`src/hdl/jsu_pkg.sv`:
```
// Shared types and constants for the JSON string unescape block.
// Used by jsu_front, jsu_queue, jsu_back and json_string_unescape; no dependencies.
`default_nettype none

package jsu_pkg;

  // Verdict codes carried in the status field.
  localparam logic [2:0] ST_BUSY  = 3'd0;
  localparam logic [2:0] ST_OK    = 3'd1;
  localparam logic [2:0] ST_START = 3'd2;
  localparam logic [2:0] ST_ESC   = 3'd3;
  localparam logic [2:0] ST_HEX   = 3'd4;
  localparam logic [2:0] ST_SPARE = 3'd5;
  localparam logic [2:0] ST_CLOSE = 3'd6;

  localparam int QUEUE_DEPTH_DEFAULT = 4;

  // Parser phase, one-hot.
  typedef enum logic [5:0] {
    PH_LEAD  = 6'b000001,
    PH_BODY  = 6'b000010,
    PH_ESC   = 6'b000100,
    PH_HEX   = 6'b001000,
    PH_TRAIL = 6'b010000,
    PH_DONE  = 6'b100000
  } phase_t;

  // Everything one text byte produces: up to three decoded bytes and the verdict.
  typedef struct packed {
    logic [2:0][7:0] bytes;
    logic [1:0]      count;
    logic [2:0]      status;
  } run_t;

endpackage

`default_nettype wire

```
`src/hdl/jsu_front.sv`:
```
// Front end: accepts text bytes, tracks the parser state and decodes escapes.
// Depends on jsu_pkg; produces one run_t entry per accepted byte.
`default_nettype none

module jsu_front (
  input  wire logic          clk,
  input  wire logic          rst,
  input  wire logic          in_valid,
  output logic               in_ready,
  input  wire logic [7:0]    text_byte,
  input  wire logic          end_of_text,
  output logic               out_valid,
  input  wire logic          out_ready,
  output jsu_pkg::run_t      out_run,
  output jsu_pkg::phase_t    cur_phase
);

  localparam logic [7:0] CH_NUL   = 8'h00;
  localparam logic [7:0] CH_SPACE = 8'h20;
  localparam logic [7:0] CH_QUOTE = 8'h22;
  localparam logic [7:0] CH_BSL   = 8'h5C;
  localparam logic [7:0] CH_SLASH = 8'h2F;
  localparam logic [7:0] CH_B     = 8'h62;
  localparam logic [7:0] CH_F     = 8'h66;
  localparam logic [7:0] CH_N     = 8'h6E;
  localparam logic [7:0] CH_R     = 8'h72;
  localparam logic [7:0] CH_T     = 8'h74;
  localparam logic [7:0] CH_U     = 8'h75;

  jsu_pkg::phase_t phase, phase_next;
  logic [1:0]      hex_count, hex_count_next;
  logic [15:0]     code_point, code_point_next;
  logic [2:0]      error_code, error_code_next;

  logic            hex_ok;
  logic [3:0]      hex_val;
  logic [15:0]     cp_shift;
  logic            close;
  logic            accept;
  jsu_pkg::run_t   run;

  // Hex digit of either case; hex_ok low for anything else.
  always_comb begin
    hex_ok  = 1'b1;
    hex_val = 4'd0;
    if (text_byte >= 8'h30 && text_byte <= 8'h39) begin
      hex_val = 4'(text_byte - 8'h30);
    end else if (text_byte >= 8'h61 && text_byte <= 8'h66) begin
      hex_val = 4'(text_byte - 8'h57);
    end else if (text_byte >= 8'h41 && text_byte <= 8'h46) begin
      hex_val = 4'(text_byte - 8'h37);
    end else begin
      hex_ok = 1'b0;
    end
  end

  assign cp_shift = {code_point[11:0], hex_val};

  always_comb begin
    phase_next      = phase;
    hex_count_next  = hex_count;
    code_point_next = code_point;
    error_code_next = error_code;
    run             = '0;
    close           = 1'b0;
    if (text_byte == CH_NUL) begin
      close = 1'b1;
    end else begin
      case (phase)
        jsu_pkg::PH_LEAD: begin
          if (text_byte == CH_QUOTE) begin
            phase_next = jsu_pkg::PH_BODY;
          end else if (text_byte > CH_SPACE) begin
            error_code_next = jsu_pkg::ST_START;
            phase_next      = jsu_pkg::PH_DONE;
          end
        end
        jsu_pkg::PH_BODY: begin
          if (text_byte == CH_QUOTE) begin
            phase_next = jsu_pkg::PH_TRAIL;
          end else if (text_byte == CH_BSL) begin
            phase_next = jsu_pkg::PH_ESC;
          end else begin
            run.bytes[0] = text_byte;
            run.count    = 2'd1;
          end
        end
        jsu_pkg::PH_ESC: begin
          phase_next = jsu_pkg::PH_BODY;
          run.count  = 2'd1;
          case (text_byte)
            CH_QUOTE, CH_BSL, CH_SLASH: run.bytes[0] = text_byte;
            CH_B: run.bytes[0] = 8'h08;
            CH_F: run.bytes[0] = 8'h0C;
            CH_N: run.bytes[0] = 8'h0A;
            CH_R: run.bytes[0] = 8'h0D;
            CH_T: run.bytes[0] = 8'h09;
            CH_U: begin
              run.count       = 2'd0;
              phase_next      = jsu_pkg::PH_HEX;
              hex_count_next  = 2'd0;
              code_point_next = 16'd0;
            end
            default: begin
              run.count       = 2'd0;
              error_code_next = jsu_pkg::ST_ESC;
              phase_next      = jsu_pkg::PH_DONE;
            end
          endcase
        end
        jsu_pkg::PH_HEX: begin
          if (!hex_ok) begin
            error_code_next = jsu_pkg::ST_HEX;
            phase_next      = jsu_pkg::PH_DONE;
          end else begin
            code_point_next = cp_shift;
            if (hex_count != 2'd3) begin
              hex_count_next = hex_count + 2'd1;
            end else begin
              hex_count_next = 2'd0;
              phase_next     = jsu_pkg::PH_BODY;
              // UTF-8 encoding of a basic-plane code point.
              if (cp_shift[15:7] == 9'd0) begin
                run.bytes[0] = cp_shift[7:0];
                run.count    = 2'd1;
              end else if (cp_shift[15:11] == 5'd0) begin
                run.bytes[0] = {3'b110, cp_shift[10:6]};
                run.bytes[1] = {2'b10, cp_shift[5:0]};
                run.count    = 2'd2;
              end else begin
                run.bytes[0] = {4'b1110, cp_shift[15:12]};
                run.bytes[1] = {2'b10, cp_shift[11:6]};
                run.bytes[2] = {2'b10, cp_shift[5:0]};
                run.count    = 2'd3;
              end
            end
          end
        end
        jsu_pkg::PH_TRAIL: begin
          if (text_byte > CH_SPACE) begin
            error_code_next = jsu_pkg::ST_SPARE;
            phase_next      = jsu_pkg::PH_DONE;
          end
        end
        default: begin
        end
      endcase
      close = end_of_text;
    end
    // Closing the text settles the verdict from the phase reached.
    if (close) begin
      if (error_code_next == jsu_pkg::ST_BUSY) begin
        case (phase_next)
          jsu_pkg::PH_TRAIL: error_code_next = jsu_pkg::ST_OK;
          jsu_pkg::PH_LEAD:  error_code_next = jsu_pkg::ST_START;
          jsu_pkg::PH_ESC:   error_code_next = jsu_pkg::ST_ESC;
          jsu_pkg::PH_HEX:   error_code_next = jsu_pkg::ST_HEX;
          default:           error_code_next = jsu_pkg::ST_CLOSE;
        endcase
      end
      phase_next = jsu_pkg::PH_DONE;
    end
    run.status = error_code_next;
  end

  assign accept    = in_valid && out_ready;
  assign in_ready  = out_ready;
  assign out_valid = in_valid;
  assign out_run   = run;
  assign cur_phase = phase;

  always_ff @(posedge clk) begin
    if (rst) begin
      phase      <= jsu_pkg::PH_LEAD;
      hex_count  <= 2'd0;
      code_point <= 16'd0;
      error_code <= jsu_pkg::ST_BUSY;
    end else if (accept) begin
      if (end_of_text) begin
        phase      <= jsu_pkg::PH_LEAD;
        hex_count  <= 2'd0;
        code_point <= 16'd0;
        error_code <= jsu_pkg::ST_BUSY;
      end else begin
        phase      <= phase_next;
        hex_count  <= hex_count_next;
        code_point <= code_point_next;
        error_code <= error_code_next;
      end
    end
  end

endmodule

`default_nettype wire

```
`src/hdl/jsu_queue.sv`:
```
// Small register queue of decoded runs between the front and back ends.
// Depends on jsu_pkg for the run_t entry type.
`default_nettype none

module jsu_queue #(
  parameter int DEPTH = jsu_pkg::QUEUE_DEPTH_DEFAULT
) (
  input  wire logic          clk,
  input  wire logic          rst,
  input  wire logic          wr_valid,
  output logic               wr_ready,
  input  wire jsu_pkg::run_t wr_run,
  output logic               rd_valid,
  input  wire logic          rd_ready,
  output jsu_pkg::run_t      rd_run
);

  localparam int PTR_W = (DEPTH > 1) ? $clog2(DEPTH) : 1;
  localparam int CNT_W = $clog2(DEPTH + 1);
  localparam logic [PTR_W-1:0] LAST_PTR = PTR_W'(DEPTH - 1);
  localparam logic [CNT_W-1:0] FULL_CNT = CNT_W'(DEPTH);

  jsu_pkg::run_t    slots [DEPTH];
  logic [PTR_W-1:0] wr_ptr, rd_ptr;
  logic [CNT_W-1:0] level;
  logic             push, pop;

  assign wr_ready = (level != FULL_CNT);
  assign rd_valid = (level != '0);
  assign rd_run   = slots[rd_ptr];
  assign push     = wr_valid && wr_ready;
  assign pop      = rd_valid && rd_ready;

  always_ff @(posedge clk) begin
    if (push) begin
      slots[wr_ptr] <= wr_run;
    end
  end

  always_ff @(posedge clk) begin
    if (rst) begin
      wr_ptr <= '0;
      rd_ptr <= '0;
      level  <= '0;
    end else begin
      if (push) begin
        wr_ptr <= (wr_ptr == LAST_PTR) ? '0 : wr_ptr + PTR_W'(1);
      end
      if (pop) begin
        rd_ptr <= (rd_ptr == LAST_PTR) ? '0 : rd_ptr + PTR_W'(1);
      end
      if (push && !pop) begin
        level <= level + CNT_W'(1);
      end else if (pop && !push) begin
        level <= level - CNT_W'(1);
      end
    end
  end

endmodule

`default_nettype wire

```
`src/hdl/jsu_back.sv`:
```
// Back end: splits each queued run into result transactions in an output register.
// Depends on jsu_pkg for the run_t entry type and status codes.
`default_nettype none

module jsu_back (
  input  wire logic          clk,
  input  wire logic          rst,
  input  wire logic          run_valid,
  output logic               run_ready,
  input  wire jsu_pkg::run_t run,
  output logic               res_valid,
  input  wire logic          res_ready,
  output logic [7:0]         res_byte,
  output logic               res_has_byte,
  output logic [2:0]         res_status,
  output logic               res_last
);

  logic [1:0] idx;
  logic [1:0] total;
  logic       load;
  logic       at_end;

  // A run with no bytes still yields one result carrying the status.
  assign total     = (run.count == 2'd0) ? 2'd1 : run.count;
  assign at_end    = (idx == total - 2'd1);
  assign load      = run_valid && (!res_valid || res_ready);
  assign run_ready = load && at_end;

  always_ff @(posedge clk) begin
    if (rst) begin
      res_valid <= 1'b0;
      idx       <= 2'd0;
    end else begin
      if (load) begin
        res_valid <= 1'b1;
        idx       <= at_end ? 2'd0 : idx + 2'd1;
      end else if (res_ready) begin
        res_valid <= 1'b0;
      end
    end
  end

  always_ff @(posedge clk) begin
    if (load) begin
      res_byte     <= (run.count == 2'd0) ? 8'd0 : run.bytes[idx];
      res_has_byte <= (run.count != 2'd0);
      res_status   <= run.status;
      res_last     <= at_end;
    end
  end

endmodule

`default_nettype wire

```
`src/hdl/json_string_unescape.sv`:
```
// Top level of the JSON string unescape block: front end, run queue, back end.
// Depends on jsu_pkg, jsu_front, jsu_queue and jsu_back.
//
// Usage. Text bytes arrive on the slave stream, one byte per transaction in
// s_axis_tdata, with s_axis_tlast on the final byte of a text. Each accepted
// byte produces one to three result transactions on the master stream: one
// per decoded byte, or a single one with no byte (tuser low, data zero) when
// the input byte decodes to nothing. m_axis_tlast marks the final result of
// each input byte, and every result carries the verdict so far as status.
// The run of an accepted byte is written into the run queue, and its first
// result is then loaded from the queue into the output register once that
// register is free. Throughput: one input byte per cycle while each byte
// yields a single result and the receiver does not stall; a \u escape that
// expands to two or three UTF-8 bytes occupies the output register for one
// result per byte, and the run queue (QUEUE_DEPTH entries) absorbs the
// difference until it fills.
// Reset (rst, synchronous) returns the parser to the leading-blank phase and
// empties the queue and output register. If the receiver stalls, the output
// register holds its transaction, the queue fills, and s_axis_tready then
// drops until space frees up; nothing is lost or repeated.
`default_nettype none

module json_string_unescape #(
  parameter int QUEUE_DEPTH = jsu_pkg::QUEUE_DEPTH_DEFAULT
) (
  input  wire logic        clk,
  input  wire logic        rst,
  input  wire logic        s_axis_tvalid,
  output logic             s_axis_tready,
  input  wire logic [7:0]  s_axis_tdata,   // [7:0] text_byte
  input  wire logic        s_axis_tlast,   // end_of_text
  output logic             m_axis_tvalid,
  input  wire logic        m_axis_tready,
  output logic [15:0]      m_axis_tdata,   // [7:0] data_byte, [10:8] status, rest zero
  output logic             m_axis_tuser,   // has_byte
  output logic             m_axis_tlast    // last_of_run
);

  jsu_pkg::run_t   front_run, queue_run;
  jsu_pkg::phase_t front_phase;
  logic            front_valid, front_ready;
  logic            queue_valid, queue_ready;
  logic [7:0]      res_byte;
  logic [2:0]      res_status;

  // Front end: parser state and escape decoding, one byte per cycle while the run queue has space.
  jsu_front u_front (
    .clk         (clk),
    .rst         (rst),
    .in_valid    (s_axis_tvalid),
    .in_ready    (s_axis_tready),
    .text_byte   (s_axis_tdata),
    .end_of_text (s_axis_tlast),
    .out_valid   (front_valid),
    .out_ready   (front_ready),
    .out_run     (front_run),
    .cur_phase   (front_phase)
  );

  // Decouples the parser from output stalls and from multi-byte expansions.
  jsu_queue #(
    .DEPTH (QUEUE_DEPTH)
  ) u_queue (
    .clk      (clk),
    .rst      (rst),
    .wr_valid (front_valid),
    .wr_ready (front_ready),
    .wr_run   (front_run),
    .rd_valid (queue_valid),
    .rd_ready (queue_ready),
    .rd_run   (queue_run)
  );

  // Back end: emits the runs byte by byte through the output register.
  jsu_back u_back (
    .clk          (clk),
    .rst          (rst),
    .run_valid    (queue_valid),
    .run_ready    (queue_ready),
    .run          (queue_run),
    .res_valid    (m_axis_tvalid),
    .res_ready    (m_axis_tready),
    .res_byte     (res_byte),
    .res_has_byte (m_axis_tuser),
    .res_status   (res_status),
    .res_last     (m_axis_tlast)
  );

  assign m_axis_tdata = {5'd0, res_status, res_byte};

  // A result with no byte is always the only, and thus final, one of its run.
  a_empty_result_is_last: assert property (@(posedge clk) disable iff (rst)
    m_axis_tvalid && !m_axis_tuser |-> m_axis_tlast && (m_axis_tdata[7:0] == 8'd0))
    else $error("empty result not marked last or carries data");

  // The end of a text always brings the parser back to the leading-blank phase.
  a_text_end_resets: assert property (@(posedge clk) disable iff (rst)
    s_axis_tvalid && s_axis_tready && s_axis_tlast |=> front_phase == jsu_pkg::PH_LEAD)
    else $error("parser not restarted after end of text");

  // Once the parser has given up, the verdict it holds is a real one.
  a_done_has_verdict: assert property (@(posedge clk) disable iff (rst)
    front_phase == jsu_pkg::PH_DONE && s_axis_tvalid && s_axis_tready
      |-> front_run.status != jsu_pkg::ST_BUSY)
    else $error("finished parser reports busy");

endmodule

`default_nettype wire
```
`config.mk`:
```
export PLATFORM = sky130hd
export DESIGN_NAME = json_string_unescape
export DESIGN_NICKNAME = d
export VERILOG_FILES = /design/src/hdl/jsu_pkg.sv /design/src/hdl/jsu_front.sv /design/src/hdl/jsu_queue.sv /design/src/hdl/jsu_back.sv /design/src/hdl/json_string_unescape.sv
export SDC_FILE = /design/constraint.sdc
export NUM_CORES = 1
export LEC_CHECK = 0
export ABC_AREA = 1
export BUFFER_PORTS_ARGS = -buffer_cell sky130_fd_sc_hd__buf_2
export CAP_MARGIN = 20
export CORE_MARGIN = 2
export CORE_UTILIZATION = 40
export DETAILED_ROUTE_END_ITERATION = 12
export PLACE_DENSITY = 0.57
export SLEW_MARGIN = 20
export SYNTH_ARGS = -nofsm -noshare
export SYNTH_HDL_FRONTEND = slang
export SYNTH_SLANG_ARGS = --single-unit
```
`constraint.sdc`:
```
create_clock -name clk -period 3.8 [get_ports clk]
set_clock_uncertainty 0.15 [all_clocks]
set_input_delay 0.57 -clock clk [delete_from_list [all_inputs] [get_ports clk]]
set_output_delay 0.57 -clock clk [all_outputs]
set_load 0.02 [all_outputs]
```
==> results.txt <==
* I/O pin total: 33
- After detailed routing, the average wire length per cell comes to around 16 um.
- Max stage delay on crit path: around 0.37 ns
- Routability-driven placement finished with a final weighted congestion of 0.870.
- Count of nets after finishing: 870
- Startpoint of the lowest-slack hold path: u_front.error_code[2]
- Yosys printed 0 warnings.
* Depth of the worst hold-timing path: 2
- Initial standard-cell utilization of the core: between 40% and 50%
- The cell count after synthesis came out at ~810.
- Total number of clock tree sinks: 156
- Including well taps, the total number of placed cells is 1,055.
- Post-DP HPWL: ~12,000 um
* Max_cap viols: 0
- Status: finished, final reports clean
- Post-CTS Hold Fix Bufs: 0
* Worst slew margin relative to its limit: between 50% and 60%
* Highest clock frequency the design can meet: between 300 and 400 MHz
- Capturing point of the worst reg2reg path: u_queue.level[2]
- From synthesis to final layout, the design area changed by 13.1%.
- In this run the tool buffered the top-level ports with 27 buffer cells.
- The number of antenna violations at the first check in global routing came to 0.
- Depth of the worst register-to-register path: 13
- Required time of the critical path: roughly 4 ns
- Width of the die: approximately 140 um
- TritonCTS built the clock tree.
* Number of setup violations in the final report: 0
- Summing the sequential cell areas from Yosys gives between 50 and 60% of the chip area.
- In this run the mean area of a mapped cell was 9.22 um^2.
- The number of global-route vias before repair came to ~5,200.
* Worst-skew pair later-pin latency: approximately 0.42 ns
- The die is 141 um tall.
- Setup total negative slack on the finished layout was measured at 0 ns.
- The path with the worst hold slack has its endpoint at u_front.error_code[2].
* Antenna diodes: 0
* Number of gates resized after cts: 0
- For this run the aggregate overflow at the end of global routing stands at 0.
- The first global-routing pass estimated between 20,000 and 30,000 um of wire.
- Dividing total power by cell area gives a power density of 626 mW/mm^2.
- In the layout the commonest cells are sky130_fd_sc_hd__nand2_1, sky130_fd_sc_hd__edfxtp_1, sky130_fd_sc_hd__nor2_1.
- Worst reg-to-reg setup slack: ~0.87 ns
* Buffering stage count on the worst path with inverters included: 2
- Shortest clock period the worst path allows after layout: between 2 and 3 ns
* DRT Pass-1 Iters: 5
- Number of design-rule violations left by the first detailed-router iteration: 424
* Via/cell ratio: about 5.2
* Most common cell after layout, fill and taps aside: sky130_fd_sc_hd__nand2_1
- The final route contains between 5,000 and 6,000 vias.
- The final layout contains routed wiring with a total length of roughly 18,000 um.
* Worst-case vdd ir drop: about 0.35 mV
- Critical path class: reg2reg
* CP Capture Type: register
* Static leakage: 3.18 nW
- Number of standard-cell rows in the floorplan: a little under 50
- Clock transition at the registers of the reported paths: 0.07 ns
- At the worst endpoint, the arrival time is approximately 3.1 ns.
* Slowest cell on the critical path: sky130_fd_sc_hd__fa_1
- CP cell instances: buf_4 -> nand2_1 -> a32o_1 -> a211oi_1 -> a221oi_2 -> nand2_1 -> ha_1 -> inv_1 -> fa_1 -> a21oi_1 -> o21ai_0 -> o21ai_0 -> a21oi_1
- The worst setup path is launched from a register.
- In this design, the largest share of critical-path delay is due to compound AO/OA/AOI/OAI gates.
* H-Tree Level Count: 4
- The total count of hold-check failures in the final report is 0.
- Actual transition at the worst max-transition pin: approximately 0.73 ns
- For this run, the total global-route usage over all layers was measured as about a fifth.
- The count of nets left with antenna violations once routing finished came out at 0.
* Die Area: approximately 0.020 mm^2
* Root buffer cell: sky130_fd_sc_hd__clkbuf_16
* Worst min-delay path class: reg2reg
- Post-CTS timing repair inserted 0 buffers for setup.
- Of the cells placed in the final design, the portion with a size suffix greater than 1 is 13.8%.
- Counting flops and latches in the post-synthesis netlist gives approximately 160.
- Post-route insts no fill: approximately 1,100
- Counting the buffers created by CTS gives 17.
* Pins Over Slew Limit: 0
* Largest net degree at the start of global routing: 31
- Clock tree buffer depth: 2
- Setup repair after global routing left no endpoint under its margin.
- Area of the mapped netlist: ~0.0075 mm^2
- Biggest fanout along the worst timing path: 25
* Floorplan Core Area: 0.0181 mm^2
* Count of different cell masters after synthesis: 42
- # DRC: 0
- Crit share post-route: between 70 and 80%
flip-flops by register name, indices dropped and copies added, names as in the netlist, named ones only:
name,cells
u_back.res_has_byte,1
u_back.res_byte,8
u_front.error_code,3
u_back.res_status,3
u_back.idx,2
u_front.cur_phase,6
u_queue.wr_ptr,2
u_queue.slots,108
u_queue.level,3
u_back.res_last,1
u_front.code_point,12
u_queue.rd_ptr,2
u_back.res_valid,1
u_front.hex_count,2
final cells by class:
cell class	count	area [um^2]
repair buffers	41	240
multi-input cells	543	2700
clock buffers	20	437
clock inverters	12	115
inverters	86	325
well taps	229	287
flip-flops and latches	156	4330
fillers	1725	9710
worst max path at each step:
stage	start	depth (start not counted)	endpoint
after global placement	s_axis_tdata[0]	15	u_queue.slots[3][1]
after CTS	register	11	u_queue.level[1]
after detailed placement	s_axis_tdata[0]	18	u_front.error_code[1]
final	register	13	u_queue.level[2]
after global routing	register	11	u_queue.level[1]
after floorplan	m_axis_tready	8	u_queue.level[1]
per-stage QoR:
stage | setup WS, ns | hold slack [ns] | utilization, % | power, W | area [um^2]
2_1_floorplan | 0.811 | 0.295 | - | 0.00328 | 7470
3_3_place_gp | 0.873 | 0.306 | 43.4 | 0.00373 | 7880
3_5_place_dp | 0.847 | 0.313 | 43.4 | 0.00374 | 7880
4_1_cts | 0.860 | 0.322 | 46.5 | 0.00533 | 8430
5_1_grt | 0.596 | 0.338 | 46.5 | 0.00560 | 8430
6_report | 0.871 | 0.323 | 46.5 | 0.00528 | 8430
where the power goes:
part,switching [W],internal [W]
registers,0.0000822,0.00217
logic,0.000998,0.000445
clock network,0.000682,0.000907
tightest hold or removal path, delay by kind of cell, from the launching register on:
kind	cells	cell delay [ns]
simple gates	1	0.06
flops	1	0.31
compound gates	1	0.05
synth_stat cells, drive strengths merged:
master,number,area share [%]
dfxtp,35,9.4
o21bai,1,0.15
a21oi,38,2.6
nor2,119,6.6
edfxtp,121,49
o221ai,1,0.12
o211ai,3,0.30
nand2,183,9.7
fa,1,0.27
a32oi,1,0.12
nor3,8,0.67
a22oi,2,0.20
inv,83,4.2
o21ai,79,5.3
clkbuf,19,0.96
nand4,8,0.76
a221oi,2,0.32
buf,8,0.79
ha,11,1.8
a31oi,2,0.17
nor4,1,0.084
clkinv,3,0.15
a32o,2,0.27
o2111ai,1,0.12
nand3b,1,0.10
conb,1,0.050
a211oi,4,0.40
nand3,37,2.9
or2,1,0.084
o22ai,30,2.5
xor2,2,0.24
per-layer routing:
| metal | GRT usage [%] | routed length (um) | up-vias |
|---|---|---|---|
| li1 | - | - | 2828 |
| met2 | 29.9 | 8180 | 155 |
| met1 | 26.6 | 8490 | 2699 |
| met5 | 0 | 0 | - |
| met3 | 4.14 | 902 | 17 |
| met4 | 4.89 | 174 | 0 |
logic make-up (layout without fill, tap and decap cells):
logic type,count (synthesis),count (layout),synth area share [%]
flip-flops,156,156,58.1
XOR/XNOR,2,2,0.235
other,1,5,0.0503
AND/OR/NAND/NOR,358,358,20.8
adder cells (fa/ha/maj),12,12,2.12
buffers and inverters,113,159,6.11
AO/OA/AOI/OAI,166,166,12.5
No activity file was read; power rests on OpenSTA's default activity.
